--- src/hdl/u16u8_pkg.sv ---
// Shared types and constants for the UTF-16 to UTF-8 encoder.
package u16u8_pkg;

    localparam int QUEUE_DEPTH = 4;
    localparam int QUEUE_AW    = $clog2(QUEUE_DEPTH);
    localparam int MAX_BYTES   = 6;
    localparam int COUNT_W     = 3;

    localparam logic [7:0] LEAD4_BYTE = 8'hF0;
    localparam logic [7:0] LEAD3_BYTE = 8'hE0;
    localparam logic [7:0] LEAD2_BYTE = 8'hC0;
    localparam logic [7:0] CONT_BYTE  = 8'h80;
    localparam logic [7:0] SURR_LEAD  = 8'hED;
    localparam logic [7:0] SURR_CONT  = 8'hA0;

    localparam logic [15:0] MASK_ONE   = 16'hFF80;
    localparam logic [15:0] MASK_TWO   = 16'hF800;
    localparam logic [15:0] MASK_SURR  = 16'hFC00;
    localparam logic [15:0] HIGH_SURR  = 16'hD800;
    localparam logic [15:0] LOW_SURR   = 16'hDC00;
    localparam logic [20:0] PLANE_BASE = 21'h10000;

    typedef struct packed {
        logic [MAX_BYTES-1:0][7:0] bytes;
        logic [COUNT_W-1:0]        count;
        logic                      done;
    } desc_t;

endpackage

--- src/hdl/u16u8_front.sv ---
// Front end: accepts code units, tracks the held high surrogate, builds byte groups.
module u16u8_front (
    input  logic                aclk,
    input  logic                aresetn,
    input  logic                s_valid,
    output logic                s_ready,
    input  logic [15:0]         s_code_unit,
    input  logic                s_end_of_string,
    output logic                push_valid,
    input  logic                push_ready,
    output u16u8_pkg::desc_t    push_data
);
    import u16u8_pkg::*;

    logic [9:0]  held_bits_reg, held_bits_next;
    logic        held_valid_reg, held_valid_next;
    logic        is_low, is_high, pair, flush, store;
    logic        accept;
    logic [20:0] cp;
    logic [2:0][7:0] unit_bytes;
    logic [2:0][7:0] flush_bytes;
    logic [COUNT_W-1:0] unit_count;
    desc_t       desc;

    assign s_ready = push_ready;
    assign accept  = s_valid && push_ready;

    always_comb begin
        is_low  = (s_code_unit & MASK_SURR) == LOW_SURR;
        is_high = (s_code_unit & MASK_SURR) == HIGH_SURR;
        pair    = held_valid_reg && is_low;
        flush   = held_valid_reg && !is_low;
        store   = is_high && !s_end_of_string;
        cp      = PLANE_BASE + {1'b0, held_bits_reg, s_code_unit[9:0]};

        flush_bytes[0] = SURR_LEAD;
        flush_bytes[1] = SURR_CONT | {4'h0, held_bits_reg[9:6]};
        flush_bytes[2] = CONT_BYTE | {2'b00, held_bits_reg[5:0]};

        unit_bytes = '0;
        if ((s_code_unit & MASK_ONE) == 16'h0000) begin
            unit_bytes[0] = s_code_unit[7:0];
            unit_count    = COUNT_W'(1);
        end else if ((s_code_unit & MASK_TWO) == 16'h0000) begin
            unit_bytes[0] = LEAD2_BYTE | {3'b000, s_code_unit[10:6]};
            unit_bytes[1] = CONT_BYTE | {2'b00, s_code_unit[5:0]};
            unit_count    = COUNT_W'(2);
        end else if (store) begin
            unit_count    = COUNT_W'(0);
        end else begin
            unit_bytes[0] = LEAD3_BYTE | {4'h0, s_code_unit[15:12]};
            unit_bytes[1] = CONT_BYTE | {2'b00, s_code_unit[11:6]};
            unit_bytes[2] = CONT_BYTE | {2'b00, s_code_unit[5:0]};
            unit_count    = COUNT_W'(3);
        end

        desc       = '0;
        desc.done  = s_end_of_string;
        if (pair) begin
            desc.bytes[0] = LEAD4_BYTE | {5'b00000, cp[20:18]};
            desc.bytes[1] = CONT_BYTE | {2'b00, cp[17:12]};
            desc.bytes[2] = CONT_BYTE | {2'b00, cp[11:6]};
            desc.bytes[3] = CONT_BYTE | {2'b00, cp[5:0]};
            desc.count    = COUNT_W'(4);
        end else if (flush) begin
            desc.bytes[2:0] = flush_bytes;
            desc.bytes[5:3] = unit_bytes;
            desc.count      = unit_count + COUNT_W'(3);
        end else begin
            desc.bytes[2:0] = unit_bytes;
            desc.count      = unit_count;
        end

        held_valid_next = held_valid_reg;
        held_bits_next  = held_bits_reg;
        if (accept) begin
            if (!pair && store) begin
                held_valid_next = 1'b1;
                held_bits_next  = s_code_unit[9:0];
            end else begin
                held_valid_next = 1'b0;
                held_bits_next  = '0;
            end
        end
    end

    assign push_valid = s_valid && (desc.count != '0);
    assign push_data  = desc;

    always_ff @(posedge aclk) begin
        if (!aresetn) begin
            held_valid_reg <= 1'b0;
            held_bits_reg  <= '0;
        end else begin
            held_valid_reg <= held_valid_next;
            held_bits_reg  <= held_bits_next;
        end
    end

endmodule

--- src/hdl/u16u8_queue.sv ---
// Short queue of byte groups between front end and serializer.
module u16u8_queue (
    input  logic                aclk,
    input  logic                aresetn,
    input  logic                push_valid,
    output logic                push_ready,
    input  u16u8_pkg::desc_t    push_data,
    output logic                pop_valid,
    input  logic                pop_ready,
    output u16u8_pkg::desc_t    pop_data
);
    import u16u8_pkg::*;

    desc_t                mem [QUEUE_DEPTH];
    logic [QUEUE_AW-1:0]  wr_ptr_reg, wr_ptr_next;
    logic [QUEUE_AW-1:0]  rd_ptr_reg, rd_ptr_next;
    logic [QUEUE_AW:0]    fill_reg, fill_next;
    logic                 do_push, do_pop;

    assign push_ready = fill_reg != (QUEUE_AW+1)'(QUEUE_DEPTH);
    assign pop_valid  = fill_reg != '0;
    assign pop_data   = mem[rd_ptr_reg];
    assign do_push    = push_valid && push_ready;
    assign do_pop     = pop_valid && pop_ready;

    always_comb begin
        wr_ptr_next = do_push ? wr_ptr_reg + QUEUE_AW'(1) : wr_ptr_reg;
        rd_ptr_next = do_pop  ? rd_ptr_reg + QUEUE_AW'(1) : rd_ptr_reg;
        fill_next   = fill_reg;
        if (do_push && !do_pop) begin
            fill_next = fill_reg + (QUEUE_AW+1)'(1);
        end else if (do_pop && !do_push) begin
            fill_next = fill_reg - (QUEUE_AW+1)'(1);
        end
    end

    always_ff @(posedge aclk) begin
        if (do_push) begin
            mem[wr_ptr_reg] <= push_data;
        end
    end

    always_ff @(posedge aclk) begin
        if (!aresetn) begin
            wr_ptr_reg <= '0;
            rd_ptr_reg <= '0;
            fill_reg   <= '0;
        end else begin
            wr_ptr_reg <= wr_ptr_next;
            rd_ptr_reg <= rd_ptr_next;
            fill_reg   <= fill_next;
        end
    end

endmodule

--- src/hdl/u16u8_back.sv ---
// Serializer: sends one byte of the current group per cycle while m_ready is high.
module u16u8_back (
    input  logic                aclk,
    input  logic                aresetn,
    input  logic                pop_valid,
    output logic                pop_ready,
    input  u16u8_pkg::desc_t    pop_data,
    output logic                m_valid,
    input  logic                m_ready,
    output logic [7:0]          m_out_byte,
    output logic                m_string_done
);
    import u16u8_pkg::*;

    desc_t              cur_reg;
    logic               cur_valid_reg;
    logic [COUNT_W-1:0] idx_reg;
    logic               last;

    assign last          = idx_reg == (cur_reg.count - COUNT_W'(1));
    assign pop_ready     = !cur_valid_reg || (m_ready && last);
    assign m_valid       = cur_valid_reg;
    assign m_out_byte    = cur_reg.bytes[idx_reg];
    assign m_string_done = cur_reg.done && last;

    always_ff @(posedge aclk) begin
        if (pop_ready && pop_valid) begin
            cur_reg <= pop_data;
        end
    end

    always_ff @(posedge aclk) begin
        if (!aresetn) begin
            cur_valid_reg <= 1'b0;
            idx_reg       <= '0;
        end else if (pop_ready) begin
            cur_valid_reg <= pop_valid;
            idx_reg       <= '0;
        end else if (m_ready) begin
            idx_reg       <= idx_reg + COUNT_W'(1);
        end
    end

endmodule

--- src/hdl/utf16_to_utf8_encoder.sv ---
// Top level of the UTF-16 to UTF-8 encoder.
//
//   channel  direction  payload                          handshake
//   s_       in         code_unit[16], end_of_string[1]  s_valid / s_ready
//   m_       out        out_byte[8], string_done[1]      m_valid / m_ready
//
// One output byte per cycle while m_ready is high; a code unit yields 0 to 6
// bytes, which the serializer sends in turn. The front end takes one code unit
// per cycle while the four-entry group queue has room.
// Synchronous active-low reset empties the queue and drops any held surrogate.
// Either side may stall at any time; the queue decouples them.
module utf16_to_utf8_encoder (
    input  logic        aclk,
    input  logic        aresetn,
    input  logic        s_valid,
    output logic        s_ready,
    input  logic [15:0] s_code_unit,
    input  logic        s_end_of_string,
    output logic        m_valid,
    input  logic        m_ready,
    output logic [7:0]  m_out_byte,
    output logic        m_string_done
);
    import u16u8_pkg::*;

    logic  push_valid, push_ready, pop_valid, pop_ready;
    desc_t push_data, pop_data;

    u16u8_front u_front (
        .aclk            (aclk),
        .aresetn         (aresetn),
        .s_valid         (s_valid),
        .s_ready         (s_ready),
        .s_code_unit     (s_code_unit),
        .s_end_of_string (s_end_of_string),
        .push_valid      (push_valid),
        .push_ready      (push_ready),
        .push_data       (push_data)
    );

    u16u8_queue u_queue (
        .aclk       (aclk),
        .aresetn    (aresetn),
        .push_valid (push_valid),
        .push_ready (push_ready),
        .push_data  (push_data),
        .pop_valid  (pop_valid),
        .pop_ready  (pop_ready),
        .pop_data   (pop_data)
    );

    u16u8_back u_back (
        .aclk          (aclk),
        .aresetn       (aresetn),
        .pop_valid     (pop_valid),
        .pop_ready     (pop_ready),
        .pop_data      (pop_data),
        .m_valid       (m_valid),
        .m_ready       (m_ready),
        .m_out_byte    (m_out_byte),
        .m_string_done (m_string_done)
    );

endmodule

--- config.mk ---
export PLATFORM = sky130hd
export DESIGN_NAME = utf16_to_utf8_encoder
export DESIGN_NICKNAME = d
export VERILOG_FILES = /design/src/hdl/u16u8_pkg.sv /design/src/hdl/u16u8_front.sv /design/src/hdl/u16u8_queue.sv /design/src/hdl/u16u8_back.sv /design/src/hdl/utf16_to_utf8_encoder.sv
export SDC_FILE = /design/constraint.sdc
export NUM_CORES = 1
export LEC_CHECK = 0
export BUFFER_PORTS_ARGS = -buffer_cell sky130_fd_sc_hd__buf_4
export CELL_PAD_IN_SITES_DETAIL_PLACEMENT = 1
export CELL_PAD_IN_SITES_GLOBAL_PLACEMENT = 1
export CORE_AREA = 2 2 201 203
export CTS_CLUSTER_SIZE = 28
export DETAILED_ROUTE_END_ITERATION = 6
export DIE_AREA = 0 0 203 205
export PLACE_DENSITY = 0.57
export REMOVE_ABC_BUFFERS = 1
export SLEW_MARGIN = 40
export SYNTH_ARGS = -nofsm -noshare
export SYNTH_HDL_FRONTEND = slang
export SYNTH_HIERARCHICAL = 1
export SYNTH_SLANG_ARGS = --single-unit
--- constraint.sdc ---
create_clock -name aclk -period 4.57 [get_ports aclk]
set_clock_uncertainty 0.15 [all_clocks]
set_input_delay 0.914 -clock aclk [delete_from_list [all_inputs] [get_ports aclk]]
set_output_delay 0.914 -clock aclk [all_outputs]
set_load 0.01 [all_outputs]
### After elaboration in Yosys (flattened, before gate mapping)

Memory sizes are Yosys's and may differ from the RTL's. A register that Yosys moved wholly into a read port is not among the register bits.
Index checks and enable logic that the tools add are counted.

* memories kept: 1
* logic and storage cells: 69
* bits in writable memories: 208
* bits in latches: 0
* memory bits (read-only): 0
* register bits after elaboration: 22

* $add $sub $neg: 8
* multiplexer cells: 22
* reductions and logical operators: 25
* equal/unequal tests: 4
* $lt $le $gt $ge: 1
* shift operators: 0
* $mul: 0
* bitwise logic cells: 1
* divide/modulo/power cells: 0

Memories
* u_queue.mem: depth 4, width 52, read ports 1, clocked after memory_dff 1, write ports 1, line u16u8_queue.sv:14 `desc_t mem [QUEUE_DEPTH];`

Operators with widths (number)
* $mux W24: 4
* $mux W16: 3
* $mux W35: 1
* $logic_not A16 Y1: 2
* $mux W27: 1
* $bmux W8 S3: 1
* $mux W8: 3
* $add A17 B20 Y21 const A: 1
* $eq A6 B6 Y1 const B: 2
* $logic_and A1 B1 Y1: 12
* $mux W3: 4
* $mux W10: 1
* $add A3 B1 Y3 const B: 2
* $logic_not A1 Y1: 6
* $reduce_bool A3 Y1: 2
* $sub A3 B1 Y3 const B: 2
* $add A2 B1 Y2 const B: 2
* $lt A3 B4 Y1 const B: 1
* $add A3 B2 Y3 const B: 1
* $eq A3 B3 Y1: 1
* $mux W1: 3
* $ne A3 B3 Y1 const B: 1
* $mux W2: 1
* $reduce_bool A2 Y1: 1
* other kinds (3): 3

### Logic depth before layout (Yosys ltp)

* depth after elaboration: 16
* mapped depth: 15
* gate-level depth less buffers: 14

### Modules after synthesis

Netlist, hierarchy kept.

Modules (own cells, without submodules)
* u16u8_queue: seq. area each 6426.2 µm², cells an instance 320, area each 8060.2 µm², instances 1
* u16u8_back: seq. area each 1641.6 µm², cells an instance 120, area each 2197.1 µm², instances 1
* u16u8_front: seq. area each 220.2 µm², cells an instance 191, area each 1482.7 µm², instances 1

### Worst setup path after synthesis

OpenSTA, ideal clock, no wires.

* path kind: input to register
* start: input port s_code_unit[10]
* end: memory u_queue/mem[0][0] (netlist name), enable pin
* cell stages on the path: 10
* path buffers: 2
* required time: 4.005 ns
* library setup time: 0.415 ns
* slack: -0.136 ns
* data arrival time: 4.141 ns
* cell sequence: clkbuf_1 or2_2 or3_1 buf_2 nand2_1 ha_1 and4_1 a21oi_1 a21boi_2 and2_1

* word-level cells in the longest chain between the ends: 13
* elaborated cells on any way between the ends: 18
* classes of those cells: add/sub (1); eq/ne (2); mux (7); reduce/logical (8)

RTL lines
* start: declaration: line utf16_to_utf8_encoder.sv:17 `input logic [15:0] s_code_unit,`
* $eq A6 B6 Y1: line u16u8_front.sv:30 `is_high = (s_code_unit & MASK_SURR) == HIGH_SURR;`
* $logic_and A1 B1 Y1: line u16u8_front.sv:33 `store = is_high && !s_end_of_string;`
* $mux W2: line u16u8_front.sv:48 `end else if (store) begin`
* $mux W3: line u16u8_front.sv:44 `end else if ((s_code_unit & MASK_TWO) == 16'h0000) begin`
* $mux W3: line u16u8_front.sv:41 `if ((s_code_unit & MASK_ONE) == 16'h0000) begin`
* $add A3 B2 Y3: line u16u8_front.sv:68 `desc.count = unit_count + COUNT_W'(3);`
* $mux W27: line u16u8_front.sv:65 `end else if (flush) begin`
* $mux W35 (*): line u16u8_front.sv:59 `if (pair) begin`
* $reduce_bool A3 Y1 (*): line u16u8_front.sv:87 `assign push_valid = s_valid && (desc.count != '0);`
* $logic_and A1 B1 Y1 (*): line u16u8_front.sv:87
* via push_valid: line utf16_to_utf8_encoder.sv:26 `logic push_valid, push_ready, pop_valid, pop_ready;`
* $logic_and A1 B1 Y1 (*): line u16u8_queue.sv:23 `assign do_push = push_valid && push_ready;`
* via u_queue.do_push: line u16u8_queue.sv:18 `logic do_push, do_pop;`
* $mux W1 (*): line u16u8_queue.sv:38 `if (do_push) begin`
* $mux W1 (not written as such) (*): line u16u8_queue.sv:39 `mem[wr_ptr_reg] <= push_data;`
* end: declaration: line u16u8_queue.sv:14

The timed path passes the listed nets; every way through them passes the cells marked *.

### Worst setup path after layout

* start: input port s_code_unit[15]
* end: register u_queue.fill_reg[2]

* word-level cells in the longest chain between the ends: 14
* elaborated cells on any way between the ends: 22
* classes of those cells: add/sub (1); eq/ne (2); mux (6); reduce/logical (13)

RTL lines
* $eq A6 B6 Y1: line u16u8_front.sv:30
* $logic_and A1 B1 Y1: line u16u8_front.sv:33
* $mux W2: line u16u8_front.sv:48
* $mux W3: line u16u8_front.sv:44
* $mux W3: line u16u8_front.sv:41
* $add A3 B2 Y3: line u16u8_front.sv:68
* $mux W27: line u16u8_front.sv:65
* $mux W35 (*): line u16u8_front.sv:59
* $reduce_bool A3 Y1 (*): line u16u8_front.sv:87
* $logic_and A1 B1 Y1 (*): line u16u8_front.sv:87
* via push_valid: line utf16_to_utf8_encoder.sv:26
* $logic_and A1 B1 Y1 (*): line u16u8_queue.sv:23
* via u_queue.do_push: line u16u8_queue.sv:18
* $logic_not A1 Y1: line u16u8_queue.sv:32 `end else if (do_pop && !do_push) begin`
* $logic_and A1 B1 Y1: line u16u8_queue.sv:32
* $reduce_bool A2 Y1 (no line)
* end signal: assignment: line u16u8_queue.sv:51 `fill_reg <= fill_next;`
* end: declaration: line u16u8_queue.sv:17 `logic [QUEUE_AW:0] fill_reg, fill_next;`

Marks and branches as above.
A chain may end at the register's enable or synchronous reset.

==> impl_results.md <==
- Status: complete, no violations
- Post-Syn Area: between 10,000 and 15,000 um2
- DRT Pass-1 Iters: 5
- Most common cell in the netlist: edfxtp_1
- Fmax: approximately 260 MHz
- GPL Wtd Cong: around 0.78
- Nets@finish: 708
- Final Max Slew Viols: 0
- Critical path arrival: between 4 and 5 ns
- Critical Path Source Type: input port
- DR WL/cell: roughly 22 um
- CTS Root Cell: clkbuf_16
- Global route overflow: 0
- Post-route DRC violation count: 0
- H-tree Lvls: 1
- # diodes: 0
- Clk slew on worst S/H paths: around 0.06 ns
- RSZ-0062 raised after global routing: no
- Crit. End Element: flop
- GRT Total Usage: 0.132
- Slew HR: 0.492
- HPWL Detailed: approximately 17,000 um
- Die X: 203 um
- Final setup margin: between 0.7 and 0.8 ns
- Average size of a mapped cell: around 19 um2
- Slowest stage delay, CP: ~0.7 ns
- Clk buf depth: 3
- Async set-reset flop share out of synthesis: 0
- CTS tree: done
- Max FFs per register: between 200 and 250
- Final hold violation count: 0
- Cells after Synth: approximately 630
- Top cell type by total area after synthesis: edfxtp_1
- Final period util: 0.843
- Synth-to-Final Area Change: 16.0%
- First-pass GRT wire length: 41,100 um
- Num rows: 73
- VDD IR max: ~0.22 mV
- DRT antenna net count: 0
- EDFF count, synth: 260
- Routed vias: slightly below 6,000
- Clock Latency Late Sink: between 0.5 and 0.6 ns
- Chip Height: 205 um
- Vias in the first global route: between 6,000 and 7,000
- Sequential-to-total area share from yosys stat: 0.706
- Via density: approximately 4.8
- Crit-path slowest cell: or4_1
- Placed insts: between 1,000 and 1,500
- IO Pins: 32
- Filler cells: between 3,000 and 4,000
- Area share of the largest cell type after synthesis: 0.665
- Max-cap violation count: 0
- TritonCTS buffer count: 29
- Critical path type: in2reg
- Final Util: 0.346
- Hold WC Path Type: reg2reg
- Largest net degree at the start of global routing: 53
- Layout cells sized above 1: 0.273
- Number of post-CTS setup repair buffers: 0
- Synth Flop Type: edfxtp_1
- Core Footprint: a little under 40,000 um2
- Starting Density: 0.298
- CP Max Fanout: 5
- Quantity of hold-fixing buffers added after cts: 0
- CP required: 4.88 ns
- Critical Path, Cell by Cell: buf_4 -> or4_1 -> nor3_4 -> nor2_2 -> inv_1 -> ha_1 -> and4_1 -> a21oi_1 -> a21boi_2 -> ha_1 -> inv_1 -> fa_1 -> xor2_1 -> or3_1 -> a21boi_0
- CTS Sinks: ~280
- Overall routed net length: ~27,000 um
- Initial antenna violation count: 0
- Setup-failing EPs final: 0
- Die area: around 42,000 um2
- Synthesized flop and latch total: approximately 280
- Min cycle time layout: 3.85 ns
- I/O Buffers: 31
- Pwr/cell area: 544 nW/um2
- Worst path top cell family by delay: simple AND/OR/NAND/NOR gates
- Synth warn: 6
- Tot Pwr: around 7.4 mW
- Synth area leaders: edfxtp_1, mux4_2, dfxtp_1
- Final non-filler cell total: 1,224
- Pre-CTS setup slack: 0.144 ns
- Static leakage: 4.41 nW
- Synth top cells by count: edfxtp_1, mux4_2, dfxtp_1
- Initial DRC Count: 363
- Worst slew pin tran: 0.755 ns
- Buf/Inv on CP: 3
- CTS resizes: 0
- Post-synth cell types: 68
per-layer routing:
layer,vias up,wire length (um),part of all wire,GRT usage
li1,2633,-,-,-
met5,-,0,0,0
met2,127,13400,0.50,0.230
met1,3042,11300,0.42,0.169
met4,0,642,0.024,0.0357
met3,43,1490,0.056,0.0237
area by class of cell:
type                    count  area (um2)  area share
well taps                 525         657      0.0482
clock buffers              34         774      0.0569
inverters                  21        78.8     0.00579
clock inverters            19         233      0.0171
multi-input cells         289        3100       0.227
flip-flops and latches    284        8300       0.609
repair buffers             52         485      0.0356
tightest hold or removal path: cells and delay by family (launching register included):
kind | cells | cell delay [ns]
DFF | 1 | 0.34
and+or+nand+nor | 1 | 0.06
muxes | 1 | 0.06
through the flow:
step | hold WS [ns] | area [um2] | setup TNS [ns]
floorplan | 0.318 | 11500 | -30.47
global placement | 0.328 | 12600 | 0
detailed placement | 0.360 | 12600 | 0
CTS | 0.365 | 13600 | 0
global route | 0.372 | 13600 | 0
finish | 0.359 | 13600 | 0
layout by cell type, fill, tap and decap left out, types with 4 or more instances in the layout:
| master | instances |
|---|---|
| buf_12 | 6 |
| and2_2 | 5 |
| buf_4 | 45 |
| nor2_1 | 14 |
| clkbuf_16 | 29 |
| a22o_1 | 6 |
| nand3_1 | 7 |
| and4_1 | 4 |
| and2_1 | 11 |
| mux2_2 | 9 |
| nand2_1 | 14 |
| a21oi_1 | 9 |
| nand2b_1 | 5 |
| ha_1 | 9 |
| nor2b_1 | 12 |
| clkinv_2 | 7 |
| and3b_1 | 4 |
| o22ai_1 | 12 |
| inv_1 | 20 |
| xnor2_1 | 5 |
| o21ai_0 | 6 |
| bufinv_16 | 5 |
| conb_1 | 4 |
| a211o_1 | 5 |
| mux2i_1 | 13 |
| dfxtp_1 | 22 |
| nor4b_1 | 4 |
| a22oi_1 | 10 |
| edfxtp_1 | 260 |
| a32oi_1 | 4 |
| mux4_2 | 58 |
report_power, final:
| group | switching [mW] | leakage, nW | internal (mW) |
|---|---|---|---|
| clock network | 0.961 | 0.491 | 1.49 |
| registers | 0.216 | 2.58 | 3.39 |
| logic | 0.685 | 1.34 | 0.667 |
| total | 1.86 | 4.41 | 5.55 |
path summary, 6_finish.rpt:
path                           endpoint  cells past startpoint                  start  slack, ns
setup / recovery    u_queue/fill_reg[2]                     15        s_code_unit[15]       0.72
setup reg to reg    u_queue/fill_reg[2]                     12      u_back/cur_reg[1]       1.55
hold / removal    u_queue/wr_ptr_reg[1]                      2  u_queue/wr_ptr_reg[1]       0.36
hold reg to reg   u_queue/wr_ptr_reg[1]                      2  u_queue/wr_ptr_reg[1]       0.36
cells by family after synthesis:
logic type,after synthesis,synth area share
and+or+nand+nor,106,0.0551
DFF,284,0.706
AOI/OAI and AO/OA,77,0.0505
buffers and inverters,61,0.0321
xor gates and xnor gates,9,0.00799
muxes,83,0.137
other,1,0.000319
adders and majority gates,10,0.0113
Note: power is estimated with default switching activity, not from simulation.
